--- config.mk ---
export PLATFORM = sky130hd
export DESIGN_NAME = pot_deadzone_to_midi_cc_top
export DESIGN_NICKNAME = d
export VERILOG_FILES = /design/src/sv/pdmcc_pkg.sv /design/src/sv/pdmcc_front.sv /design/src/sv/pdmcc_queue.sv /design/src/sv/pdmcc_back.sv /design/src/sv/pot_deadzone_to_midi_cc_top.sv
export SDC_FILE = /design/constraint.sdc
export NUM_CORES = 1
export LEC_CHECK = 0
export BUFFER_PORTS_ARGS = -buffer_cell sky130_fd_sc_hd__buf_2
export CAP_MARGIN = 10
export CORE_AREA = 5 5 194 243
export DETAILED_ROUTE_END_ITERATION = 10
export DIE_AREA = 0 0 199 248
export SETUP_SLACK_MARGIN = 0.3
export SYNTH_ARGS = -nofsm -noshare
export SYNTH_HDL_FRONTEND = slang
export SYNTH_SLANG_ARGS = --single-unit
--- constraint.sdc ---
create_clock -name clk -period 8.8 [get_ports clk]
set_input_delay 1.76 -clock clk [delete_from_list [all_inputs] [get_ports clk]]
set_output_delay 1.76 -clock clk [all_outputs]
set_load 0.01 [all_outputs]
--- src/sv/pdmcc_pkg.sv ---
// Shared types and constants for the pot deadzone to MIDI CC block.
// Used by every module of the block; depends on nothing.
package pdmcc_pkg;

    localparam int ADC_BITS    = 10;
    localparam int POT_COUNT   = 3;
    localparam int SAMPLE_W    = 10;
    localparam int MIDI_W      = 7;
    localparam int TIME_W      = 32;
    localparam int POLL_W      = 16;
    localparam int CFG_INDEX_W = 3;
    localparam int CFG_DATA_W  = 16;
    localparam int QUEUE_DEPTH = 2;

    localparam logic [CFG_INDEX_W-1:0] CFG_POLL_INTERVAL = 3'd0;
    localparam logic [CFG_INDEX_W-1:0] CFG_DEADZONE      = 3'd1;
    localparam logic [CFG_INDEX_W-1:0] CFG_VOLUME_CC     = 3'd2;
    localparam logic [CFG_INDEX_W-1:0] CFG_CUTOFF_CC     = 3'd3;
    localparam logic [CFG_INDEX_W-1:0] CFG_RESONANCE_CC  = 3'd4;

    localparam logic [POLL_W-1:0]   POLL_RESET         = 16'd10;
    localparam logic [SAMPLE_W-1:0] DEADZONE_RESET     = 10'd8;
    localparam logic [MIDI_W-1:0]   VOLUME_CC_RESET    = 7'd7;
    localparam logic [MIDI_W-1:0]   CUTOFF_CC_RESET    = 7'd74;
    localparam logic [MIDI_W-1:0]   RESONANCE_CC_RESET = 7'd71;

    typedef struct packed {
        logic [TIME_W-1:0]   now_ms;
        logic [SAMPLE_W-1:0] volume_sample;
        logic [SAMPLE_W-1:0] cutoff_sample;
        logic [SAMPLE_W-1:0] resonance_sample;
    } in_word_t;

    typedef struct packed {
        logic [1:0]        pot_index;
        logic [MIDI_W-1:0] cc_number;
        logic [MIDI_W-1:0] cc_value;
        logic              last_of_run;
    } out_word_t;

    typedef struct packed {
        logic [POLL_W-1:0]                  poll_interval_ms;
        logic [SAMPLE_W-1:0]                deadzone;
        logic [POT_COUNT-1:0][MIDI_W-1:0]   cc_number;
    } cfg_t;

    typedef struct packed {
        logic [POT_COUNT-1:0]               emit;
        logic [POT_COUNT-1:0][MIDI_W-1:0]   midi;
    } job_t;

endpackage

--- src/sv/pdmcc_front.sv ---
// Front end: poll interval check, deadzone filter and 7-bit mapping per pot.
// Pushes one job word per accepted sample set that changes a MIDI value.
// Depends on pdmcc_pkg.
module pdmcc_front #(
    parameter int ADC_BITS = pdmcc_pkg::ADC_BITS
) (
    input  logic                 clk,
    input  logic                 rst_n,
    input  logic                 in_valid,
    output logic                 in_ready,
    input  pdmcc_pkg::in_word_t  in_word,
    input  pdmcc_pkg::cfg_t      cfg,
    input  logic                 q_full,
    output logic                 push,
    output pdmcc_pkg::job_t      job
);

    localparam int SW = pdmcc_pkg::SAMPLE_W;
    localparam int MW = pdmcc_pkg::MIDI_W;
    localparam int PN = pdmcc_pkg::POT_COUNT;
    localparam int PW = SW + MW + 1;
    localparam logic [PW-1:0] ADC_MAX     = PW'((18'd1 << ADC_BITS) - 18'd1);
    localparam logic [SW-1:0] SAMPLE_MASK = SW'((18'd1 << ADC_BITS) - 18'd1);

    logic [pdmcc_pkg::TIME_W-1:0] last_time_reg, last_time_next;
    logic [PN-1:0][SW-1:0]        raw_reg, raw_next;
    logic [PN-1:0][MW-1:0]        midi_reg, midi_next;

    logic [pdmcc_pkg::TIME_W-1:0] elapsed;
    logic                         take;
    logic [PN-1:0][SW-1:0]        sample;
    logic [PN-1:0][SW-1:0]        diff;
    logic [PN-1:0][PW-1:0]        prod;
    logic [PN-1:0][PW-1:0]        q0;
    logic [PN-1:0][PW-1:0]        rem;
    logic [PN-1:0][PW-1:0]        quot;
    logic [PN-1:0][MW-1:0]        midi;
    logic [PN-1:0]                moved;
    logic [PN-1:0]                emit;

    assign in_ready = !q_full;
    assign elapsed  = in_word.now_ms - last_time_reg;
    assign take     = in_valid && in_ready
                   && (elapsed >= {16'd0, cfg.poll_interval_ms});

    always_comb
    begin
        sample[0] = in_word.volume_sample & SAMPLE_MASK;
        sample[1] = in_word.cutoff_sample & SAMPLE_MASK;
        sample[2] = in_word.resonance_sample & SAMPLE_MASK;
        for (int k = 0; k < PN; k++)
        begin
            diff[k]  = (sample[k] > raw_reg[k]) ? sample[k] - raw_reg[k]
                                                : raw_reg[k] - sample[k];
            moved[k] = diff[k] > cfg.deadzone;
            // divide by 2^B-1: estimate, then one correction step
            prod[k]  = {1'b0, sample[k], 7'd0} - PW'(sample[k]);
            q0[k]    = (prod[k] + (prod[k] >> ADC_BITS)) >> ADC_BITS;
            rem[k]   = prod[k] - ((q0[k] << ADC_BITS) - q0[k]);
            quot[k]  = (rem[k] >= ADC_MAX) ? q0[k] + PW'(1) : q0[k];
            midi[k]  = quot[k][MW-1:0];
            emit[k]  = moved[k] && (midi[k] != midi_reg[k]);
        end
    end

    always_comb
    begin
        last_time_next = last_time_reg;
        raw_next       = raw_reg;
        midi_next      = midi_reg;
        if (take)
        begin
            last_time_next = in_word.now_ms;
            for (int k = 0; k < PN; k++)
            begin
                if (moved[k])
                begin
                    raw_next[k] = sample[k];
                end
                if (emit[k])
                begin
                    midi_next[k] = midi[k];
                end
            end
        end
    end

    always_ff @(posedge clk or negedge rst_n)
    begin
        if (!rst_n)
        begin
            last_time_reg <= '0;
            raw_reg       <= '0;
            midi_reg      <= '0;
        end
        else
        begin
            last_time_reg <= last_time_next;
            raw_reg       <= raw_next;
            midi_reg      <= midi_next;
        end
    end

    assign push     = take && (|emit);
    assign job.emit = emit;
    assign job.midi = midi;

endmodule

--- src/sv/pdmcc_queue.sv ---
// Short job queue between the front end and the message serializer.
// Depends on pdmcc_pkg.
module pdmcc_queue (
    input  logic             clk,
    input  logic             rst_n,
    input  logic             push,
    input  pdmcc_pkg::job_t  push_job,
    input  logic             pop,
    output logic             full,
    output logic             head_valid,
    output pdmcc_pkg::job_t  head_job
);

    localparam int DEPTH = pdmcc_pkg::QUEUE_DEPTH;
    localparam int AW    = (DEPTH > 1) ? $clog2(DEPTH) : 1;
    localparam int CW    = $clog2(DEPTH + 1);

    pdmcc_pkg::job_t entry_reg [DEPTH];
    logic [AW-1:0]   wr_ptr_reg, wr_ptr_next;
    logic [AW-1:0]   rd_ptr_reg, rd_ptr_next;
    logic [CW-1:0]   count_reg, count_next;
    logic            do_push, do_pop;

    assign full       = (count_reg == CW'(DEPTH));
    assign head_valid = (count_reg != '0);
    assign head_job   = entry_reg[rd_ptr_reg];
    assign do_push    = push && !full;
    assign do_pop     = pop && head_valid;

    always_comb
    begin
        wr_ptr_next = wr_ptr_reg;
        rd_ptr_next = rd_ptr_reg;
        count_next  = count_reg;
        if (do_push)
        begin
            wr_ptr_next = (wr_ptr_reg == AW'(DEPTH - 1)) ? '0 : wr_ptr_reg + AW'(1);
        end
        if (do_pop)
        begin
            rd_ptr_next = (rd_ptr_reg == AW'(DEPTH - 1)) ? '0 : rd_ptr_reg + AW'(1);
        end
        if (do_push && !do_pop)
        begin
            count_next = count_reg + CW'(1);
        end
        else if (do_pop && !do_push)
        begin
            count_next = count_reg - CW'(1);
        end
    end

    always_ff @(posedge clk or negedge rst_n)
    begin
        if (!rst_n)
        begin
            wr_ptr_reg <= '0;
            rd_ptr_reg <= '0;
            count_reg  <= '0;
        end
        else
        begin
            wr_ptr_reg <= wr_ptr_next;
            rd_ptr_reg <= rd_ptr_next;
            count_reg  <= count_next;
        end
    end

    always_ff @(posedge clk)
    begin
        if (do_push)
        begin
            entry_reg[wr_ptr_reg] <= push_job;
        end
    end

endmodule

--- src/sv/pdmcc_back.sv ---
// Back end: serializes each job into CC message words, lowest pot first.
// Holds one output register. Depends on pdmcc_pkg.
module pdmcc_back (
    input  logic                 clk,
    input  logic                 rst_n,
    input  logic                 head_valid,
    input  pdmcc_pkg::job_t      head_job,
    input  pdmcc_pkg::cfg_t      cfg,
    output logic                 pop,
    output logic                 out_valid,
    input  logic                 out_ready,
    output pdmcc_pkg::out_word_t out_word
);

    localparam int PN = pdmcc_pkg::POT_COUNT;

    logic [PN-1:0]        done_reg, done_next;
    logic                 out_valid_reg, out_valid_next;
    pdmcc_pkg::out_word_t out_word_reg, out_word_next;

    logic [PN-1:0] remaining;
    logic [PN-1:0] pick;
    logic [PN-1:0] rest;
    logic [1:0]    idx;
    logic          load;

    assign remaining = head_job.emit & ~done_reg;
    assign load      = head_valid && (!out_valid_reg || out_ready);

    always_comb
    begin
        if (remaining[0])
        begin
            idx = 2'd0;
        end
        else if (remaining[1])
        begin
            idx = 2'd1;
        end
        else
        begin
            idx = 2'd2;
        end
        pick = PN'(1) << idx;
        rest = remaining & ~pick;
    end

    always_comb
    begin
        done_next      = done_reg;
        out_valid_next = out_valid_reg;
        out_word_next  = out_word_reg;
        pop            = 1'b0;
        if (load)
        begin
            out_valid_next            = 1'b1;
            out_word_next.pot_index   = idx;
            out_word_next.cc_number   = cfg.cc_number[idx];
            out_word_next.cc_value    = head_job.midi[idx];
            out_word_next.last_of_run = (rest == '0);
            if (rest == '0)
            begin
                pop       = 1'b1;
                done_next = '0;
            end
            else
            begin
                done_next = done_reg | pick;
            end
        end
        else if (out_ready)
        begin
            out_valid_next = 1'b0;
        end
    end

    always_ff @(posedge clk or negedge rst_n)
    begin
        if (!rst_n)
        begin
            done_reg      <= '0;
            out_valid_reg <= 1'b0;
        end
        else
        begin
            done_reg      <= done_next;
            out_valid_reg <= out_valid_next;
        end
    end

    always_ff @(posedge clk)
    begin
        out_word_reg <= out_word_next;
    end

    assign out_valid = out_valid_reg;
    assign out_word  = out_word_reg;

endmodule

--- src/sv/pot_deadzone_to_midi_cc_top.sv ---
// Top level of the pot deadzone to MIDI CC block: config registers,
// front end, job queue and message serializer.
// Depends on pdmcc_pkg, pdmcc_front, pdmcc_queue, pdmcc_back.
//
//   channel   signals                         word
//   input     in_valid / in_ready             in_word  (pdmcc_pkg::in_word_t)
//   output    out_valid / out_ready           out_word (pdmcc_pkg::out_word_t)
//   config    cfg_we, cfg_index               cfg_wdata (no read-back)
//
// The front end takes one sample set per cycle while the job queue is not full
// and updates its state in that cycle. Each set yields 0 to 3 messages; the
// serializer sends one per cycle from its output register while out_ready is high.
// Reset clears stored time, raw and MIDI values at once; no clearing pass.
// in_ready drops only while the two-entry job queue is full.
module pot_deadzone_to_midi_cc_top #(
    parameter int ADC_BITS = pdmcc_pkg::ADC_BITS
) (
    input  logic                                clk,
    input  logic                                rst_n,
    input  logic                                in_valid,
    output logic                                in_ready,
    input  pdmcc_pkg::in_word_t                 in_word,
    output logic                                out_valid,
    input  logic                                out_ready,
    output pdmcc_pkg::out_word_t                out_word,
    input  logic                                cfg_we,
    input  logic [pdmcc_pkg::CFG_INDEX_W-1:0]   cfg_index,
    input  logic [pdmcc_pkg::CFG_DATA_W-1:0]    cfg_wdata
);

    pdmcc_pkg::cfg_t cfg_reg, cfg_next;
    logic            q_full;
    logic            q_push;
    logic            q_pop;
    logic            q_head_valid;
    pdmcc_pkg::job_t q_push_job;
    pdmcc_pkg::job_t q_head_job;

    always_comb
    begin
        cfg_next = cfg_reg;
        if (cfg_we)
        begin
            case (cfg_index)
                pdmcc_pkg::CFG_POLL_INTERVAL: cfg_next.poll_interval_ms = cfg_wdata;
                pdmcc_pkg::CFG_DEADZONE:      cfg_next.deadzone = cfg_wdata[9:0];
                pdmcc_pkg::CFG_VOLUME_CC:     cfg_next.cc_number[0] = cfg_wdata[6:0];
                pdmcc_pkg::CFG_CUTOFF_CC:     cfg_next.cc_number[1] = cfg_wdata[6:0];
                pdmcc_pkg::CFG_RESONANCE_CC:  cfg_next.cc_number[2] = cfg_wdata[6:0];
                default:                      cfg_next = cfg_reg;
            endcase
        end
    end

    always_ff @(posedge clk or negedge rst_n)
    begin
        if (!rst_n)
        begin
            cfg_reg.poll_interval_ms <= pdmcc_pkg::POLL_RESET;
            cfg_reg.deadzone         <= pdmcc_pkg::DEADZONE_RESET;
            cfg_reg.cc_number[0]     <= pdmcc_pkg::VOLUME_CC_RESET;
            cfg_reg.cc_number[1]     <= pdmcc_pkg::CUTOFF_CC_RESET;
            cfg_reg.cc_number[2]     <= pdmcc_pkg::RESONANCE_CC_RESET;
        end
        else
        begin
            cfg_reg <= cfg_next;
        end
    end

    pdmcc_front #(
        .ADC_BITS (ADC_BITS)
    ) u_front (
        .clk      (clk),
        .rst_n    (rst_n),
        .in_valid (in_valid),
        .in_ready (in_ready),
        .in_word  (in_word),
        .cfg      (cfg_reg),
        .q_full   (q_full),
        .push     (q_push),
        .job      (q_push_job)
    );

    pdmcc_queue u_queue (
        .clk        (clk),
        .rst_n      (rst_n),
        .push       (q_push),
        .push_job   (q_push_job),
        .pop        (q_pop),
        .full       (q_full),
        .head_valid (q_head_valid),
        .head_job   (q_head_job)
    );

    pdmcc_back u_back (
        .clk        (clk),
        .rst_n      (rst_n),
        .head_valid (q_head_valid),
        .head_job   (q_head_job),
        .cfg        (cfg_reg),
        .pop        (q_pop),
        .out_valid  (out_valid),
        .out_ready  (out_ready),
        .out_word   (out_word)
    );

    a_queue_no_overflow: assert property (@(posedge clk) disable iff (!rst_n)
        q_push |-> !q_full)
        else $error("job pushed into full queue");

    a_run_order: assert property (@(posedge clk) disable iff (!rst_n)
        (out_valid && out_ready && !out_word.last_of_run)
        |=> (out_valid && (out_word.pot_index > $past(out_word.pot_index))))
        else $error("run did not continue with a higher pot");

    a_pot_range: assert property (@(posedge clk) disable iff (!rst_n)
        out_valid |-> (out_word.pot_index != 2'd3))
        else $error("pot index out of range");

    a_last_pot_ends_run: assert property (@(posedge clk) disable iff (!rst_n)
        (out_valid && (out_word.pot_index == 2'd2)) |-> out_word.last_of_run)
        else $error("resonance message not marked last");

endmodule

======== Word level (Yosys, flattened, before mapping) ========
Memories as Yosys holds them, arrays and structs flattened.
Index checks and enable logic that the tools add are counted.
cells by class
  add/sub/neg operators ................... 26
  order comparisons ....................... 11
  equality and inequality tests ........... 8
  shift operators ......................... 1
  multiplexer cells ....................... 23
  bitwise logic cells ..................... 5
  reduce and logical (&&, ||, !) cells .... 33
operators with widths
  operator                number
  $gt A10 B10 Y1          6
  $sub A10 B10 Y10        6
  $add A18 B8 Y18         3
  $ge A18 B10 Y1 const B  3
  $sub A17 B10 Y18        3
  $sub A18 B18 Y18        3
  $sub A18 B8 Y18         3
  $mux W7                 5
  $ge A32 B16 Y1          1
  $sub A32 B32 Y32        1
  $mux W10                3
  $bmux W7 S2             2
  $reduce_and A2 Y1       11
  $add A7 B1 Y7 const B   3
  $ne A7 B7 Y1            3
  $logic_and A1 B1 Y1     11
  $mux W1                 8
  $mux W2                 4
  $and A3 B3 Y3           2
  $eq A3 B2 Y1 const B    2
  $logic_not A3 Y1        2
  $not A3 Y3              2
  $reduce_bool A2 Y1      3
  $logic_not A1 Y1        4
  other kinds (12)        13
word-level totals
  register bits after elaboration ......... 155
  bits in writable memories ............... 48
  bits of input ports ..................... 86
  output and inout bits ................... 19
  word-level logic and storage cells ...... 129
  memories ................................ 1
memories
  memory             depth  bits a word  read ports  clocked after Yosys merged registers in  wr ports  line               text
  u_queue.entry_reg  2      24           1           0                                        1         pdmcc_queue.sv:18  pdmcc_pkg::job_t entry_reg [DEPTH];

======== Depth between registers and ports, before layout ========
  depth after elaboration ................. 15
  depth in mapped cells ................... 43

======== Modules after synthesis ========
From an unflattened synthesis, not the netlist that was laid out.
second synthesis, totals
  cells, all modules ...................... 2177
  area total of the unflattened synthesis .. 20039.2 um^2
by module, submodules not included
  module                       times used  cells an instance  area an instance (um^2)
  pdmcc_front                  1           1892               15135.8
  pdmcc_queue                  1           94                 2034.5
  pot_deadzone_to_midi_cc_top  1           103                1810.5
  pdmcc_back                   1           88                 1058.5

======== Worst setup path after synthesis ========
No wires, ideal clock.
  path type ............................... input-to-reg
  start ................................... in in_word[28] (netlist bit)
  end ..................................... mem u_queue.entry_reg[1][0] (netlist bit) (enable)
  setup time .............................. 407 ps
  data arrival time ....................... 9735 ps
  slack ................................... -1342 ps
  stages on the path ...................... 31
  cells stage by stage .................... inv_1 ha_1 clkbuf_1 a21o_1 a211oi_1 o21ai_1 xnor2_1 inv_1 ha_1 nand3_1 nor2_1 a31oi_1 nand2_1 a2111oi_0 or2_2 inv_1 ha_1 inv_1 xnor2_1 ha_1 a2111oi_0 a211oi_1 or4_1 a211oi_1 o221ai_1 and4bb_1 or3_1 o2111ai_1 or4b_1 a211oi_4 nor2b_1
between the ends
  cells in the longest elaborated chain, start to end .. 13
  elaborated cells on any way between the ends .. 19
  those cells by class .................... 7 x add/sub; 3 x order compare; 1 x eq/ne; 4 x mux; 4 x reduce/logical
RTL lines
  item                               line                               text
  from (decl)                        pot_deadzone_to_midi_cc_top.sv:22  input pdmcc_pkg::in_word_t in_word,
  $sub A17 B10 Y18                   pdmcc_front.sv:57                  prod[k] = {1'b0, sample[k], 7'd0} - PW'(sample[k]);
  $add A18 B8 Y18                    pdmcc_front.sv:58                  q0[k] = (prod[k] + (prod[k] >> ADC_BITS)) >> ADC_BITS;
  $sub A18 B8 Y18                    pdmcc_front.sv:59                  rem[k] = prod[k] - ((q0[k] << ADC_BITS) - q0[k]);
  $sub A18 B18 Y18                   pdmcc_front.sv:59
  $ge A18 B10 Y1                     pdmcc_front.sv:60                  quot[k] = (rem[k] >= ADC_MAX) ? q0[k] + PW'(1) : q0[k];
  $mux W7                            pdmcc_front.sv:60
  $ne A7 B7 Y1                       pdmcc_front.sv:62                  emit[k] = moved[k] && (midi[k] != midi_reg[k]);
  $logic_and A1 B1 Y1 (*)            pdmcc_front.sv:62
  $reduce_or A3 Y1 (*)               pdmcc_front.sv:104                 assign push = take && (|emit);
  $logic_and A1 B1 Y1 (*)            pdmcc_front.sv:104
  $logic_and A1 B1 Y1 (*)            pdmcc_queue.sv:27                  assign do_push = push && !full;
  $mux W1 (*)                        pdmcc_queue.sv:71                  if (do_push)
  $mux W1 (not written as such) (*)  pdmcc_queue.sv:73                  entry_reg[wr_ptr_reg] <= push_job;
  to (decl)                          pdmcc_queue.sv:18
Every way passes the cells marked *; elsewhere a longest branch is shown, timed or not.

==> flow_summary_export.csv <==
group,metric,value,unit
status,status,"completed",
synth,netlist_top_cells_area,"ha_1 16%, dfrtp_1 16%, edfxtp_1 9.8%",
clock_tree,htreeDepth,1,
clock_tree,cts_root_buf,"clkbuf_16",
timing,slew-limit-headroom,0.2291,
layout,nets,3161,
critical_path,worstSetupEndpointType,"flop",
critical_path,crit_buf_inv,8,
synth,async_flop_share,0.6798,
synth,syn_area_per_cell,8.736,sq um
layout,finalNonFillerCells,3401,
synth,synth-seq-cells,203,
floorplanning,die_area,49350,sq um
critical_path,crit_top_cell,"ha_4",
critical_path,critical-path-top-delay-family,"compound AO/OA/AOI/OAI gates",
layout,fillers,3924,
critical_path,critPathLaunchType,"input pin",
run,maxCapViolCount,0,
routing,via_per_inst,5.440,
global_routing,grt_pass1_wl,93.63,mm
global_routing,grt_use_total,0.2302,
layout,register_area,5421,sq um
routing,finalWirelength,58.64,mm
global_routing,grt_max_degree,75,
critical_path,regToRegSetupSlack,2470,ps
place,preCtsSetupSlack,-787.6,ps
routing,wl_per_cell,17.24,microns
hold_path,hp-class,"reg2reg",
clock_tree,cts_tree,"built",
timing,setup_viol,0,
synth,syn-num-nets,2623,
power,leakage,12.23,nW
global_routing,grt_pass1_vias,18730,
routing,dr.pass1.iters,5,
floorplanning,design.core.area,44630,sq um
critical_path,path_depth,37,
timing,finClkSkew,17.15,ps
critical_path,worstPathRequired,9040,ps
synth,synthFlopType,"dfrtp_1",
routing,postRouteAntennaNets,0,
place,io_buffers,104,
synth,syn_inst,2269,
timing,period_needed,8648,ps
layout,num_antenna_cells,0,
power,irDropWorstVdd,0.0001682,V
critical_path,path_class,"in2reg",
clock_tree,cts_sinks,203,
timing,worst_pin_slew,1148,ps
timing,slew_viol_final,0,
place,place_congestion,0.9191,
synth,netlist_area,19820,sq um
layout,area_delta_synth_final,34.32,%
routing,num_vias,18500,
synth,ys_types,97,
clock_tree,clk_latency,530,ps
synth,synth_top_area_share,0.1647,
power,total_power,7.742,mW
synth,ys_seq_area_frac,0.2735,
layout,drive_gt1_frac,0.3312,
critical_path,slowest_stage,"or4b_4",
synth,synth_common_cells,"269 x inv_1, 261 x ha_1, 188 x nand2_1, 165 x o21ai_0, 125 x dfrtp_1",
hold_path,worstHoldPathCells,2,
synth,synth-edff-count,65,
timing,min_period_over_period,0.9827,
power,power_density,290.8,nW/um^2
floorplanning,ios,105,
synth,yosysMostFrequentCell,"inv_1",
global_routing,antenna_found_initial,0,
critical_path,r2r_cells,28,
critical_path,cp_slowest_stage_delay,530,ps
place,hpwl,45.96,mm
floorplanning,row_count,87,
clock_tree,cts_buffers,22,
layout,largest_reg_flops,48,
routing,drt-initial-drc-count,849,
global_routing,grt-ovfl-total,0,
floorplanning,die-width,199,microns
critical_path,cp_max_fo,9,
synth,yosysWarnings,0,
clock_tree,clk_pin_slew,60,ps
layout,multi_input_area,14580,sq um
timing,rsz0062_at_grt,"yes",
clock_tree,cts-root-to-sink-buffers,3,
routing,remaining_drc_errors,0,
timing,fmax,115.6,MHz
critical_path,worstPathArrival,8890,ps
timing,hold_violations,0,
floorplanning,initial_core_util,0.4442,
timing,fin_ws,152.0,ps
synth,yosysTopAreaCell,"ha_1",
place,dp_cells,3277,
floorplanning,die_y,248,microns
worst reg2reg max path: cells and delay by family, from the launching register on:
kind	cells	cell delay, ps
xor+xnor	1	220
flops	1	370
simple gates	3	480
mux	1	380
compound gates	15	3250
buf+inv	5	560
fa+ha+maj	3	830
placed cells by master, fill, tap and decap left out, types with 10 or more instances in the layout:
cell type | Yosys | final
a211o_1 | 14 | 14
a211oi_1 | 23 | 12
a21o_1 | 64 | 62
a21oi_1 | 124 | 109
a21oi_2 | 0 | 10
a31oi_1 | 12 | 10
and2_1 | 12 | 12
and3_1 | 18 | 11
buf_2 | 5 | 96
buf_4 | 3 | 448
buf_6 | 1 | 19
clkbuf_16 | 0 | 23
dfrtp_1 | 125 | 125
dfstp_2 | 13 | 13
edfxtp_1 | 65 | 65
ha_1 | 261 | 217
ha_4 | 0 | 39
inv_1 | 269 | 233
inv_2 | 2 | 30
mux2_2 | 58 | 58
mux2i_1 | 43 | 43
nand2_1 | 188 | 183
nand2b_1 | 28 | 27
nand3_1 | 41 | 34
nand4_1 | 31 | 31
nor2_1 | 113 | 97
nor2_2 | 0 | 13
nor2b_1 | 28 | 26
nor3_1 | 40 | 32
nor4_1 | 17 | 13
o211ai_1 | 14 | 14
o21a_1 | 27 | 26
o21ai_0 | 165 | 158
o21bai_1 | 20 | 20
o31ai_1 | 14 | 12
or3_1 | 18 | 16
xnor2_1 | 121 | 112
xor2_1 | 38 | 36
metrics by stage:
step | util | hold WS, ps | cell area [sq um] | setup TNS (ps)
2_1_floorplan | - | 449.8 | 20290 | -8613
3_3_place_gp | 0.5417 | 467.8 | 24180 | -26230
3_5_place_dp | 0.5417 | 475.5 | 24180 | -39170
4_1_cts | 0.5762 | 489.1 | 25710 | 0
5_1_grt | 0.5966 | 526.6 | 26630 | -1730
6_report | 0.5966 | 479.8 | 26630 | 0
final timing paths:
kind,startpoint,endpoint
min in group asynchronous,rst_n,u_front.raw_reg[11]
min,u_front.raw_reg[9],u_front.raw_reg[9]
max,in_word[2],u_queue.entry_reg[1][10]
min reg2reg,u_front.raw_reg[9],u_front.raw_reg[9]
max in group asynchronous,rst_n,u_front.raw_reg[2]
max reg2reg,u_front.raw_reg[20],u_queue.entry_reg[1][10]
where the power goes:
group | internal [mW] | total, mW | switching (mW) | leakage (nW)
Clock | 0.500 | 0.895 | 0.395 | 0.325
Sequential | 1.52 | 1.74 | 0.213 | 2.27
Combinational | 2.41 | 5.11 | 2.70 | 9.64
Total | 4.43 | 7.74 | 3.31 | 12.2
cells by family (layout without fill, tap and decap cells):
logic type               after synthesis  count (layout)  share of synthesized area
adder cells (fa/ha/maj)              270             270                     0.1728
multiplexers                         112             112                    0.06564
AND/OR/NAND/NOR                      597             599                     0.1517
flip-flops                           203             203                     0.2735
buffers and inverters                329             881                    0.06356
XOR/XNOR                             163             163                    0.07417
AO/OA/AOI/OAI                        595             595                     0.1986
what timing repair did:
action,in CTS,in global routing
buffers inserted,39,43
resized for setup,100,123
cloned,2,0
hold buffers,0,0
endpoints found under the setup margin,58,66
pin swaps,79,91
metal layers:
| layer | track usage | vias to the layer above | routed length, microns | share of wire |
|---|---|---|---|---|
| met2 | 0.4333 | 298 | 30560 | 0.52 |
| met1 | 0.2812 | 8918 | 24800 | 0.42 |
| li1 | - | 9204 | - | - |
| met3 | 0.02050 | 83 | 1838 | 0.031 |
| met5 | 0 | - | 0 | 0 |
| met4 | 0.05875 | 0 | 1435 | 0.024 |
final cells by class:
class / instances / share of cell area
multi-input combinational: 1739 / 0.5475
inverter: 272 / 0.03975
sequential: 203 / 0.2036
clock inverter: 8 / 0.002021
timing repair buffer: 569 / 0.1563
tap: 578 / 0.02716
clock buffer: 32 / 0.02364
Note: power is estimated with default switching activity, not from simulation.
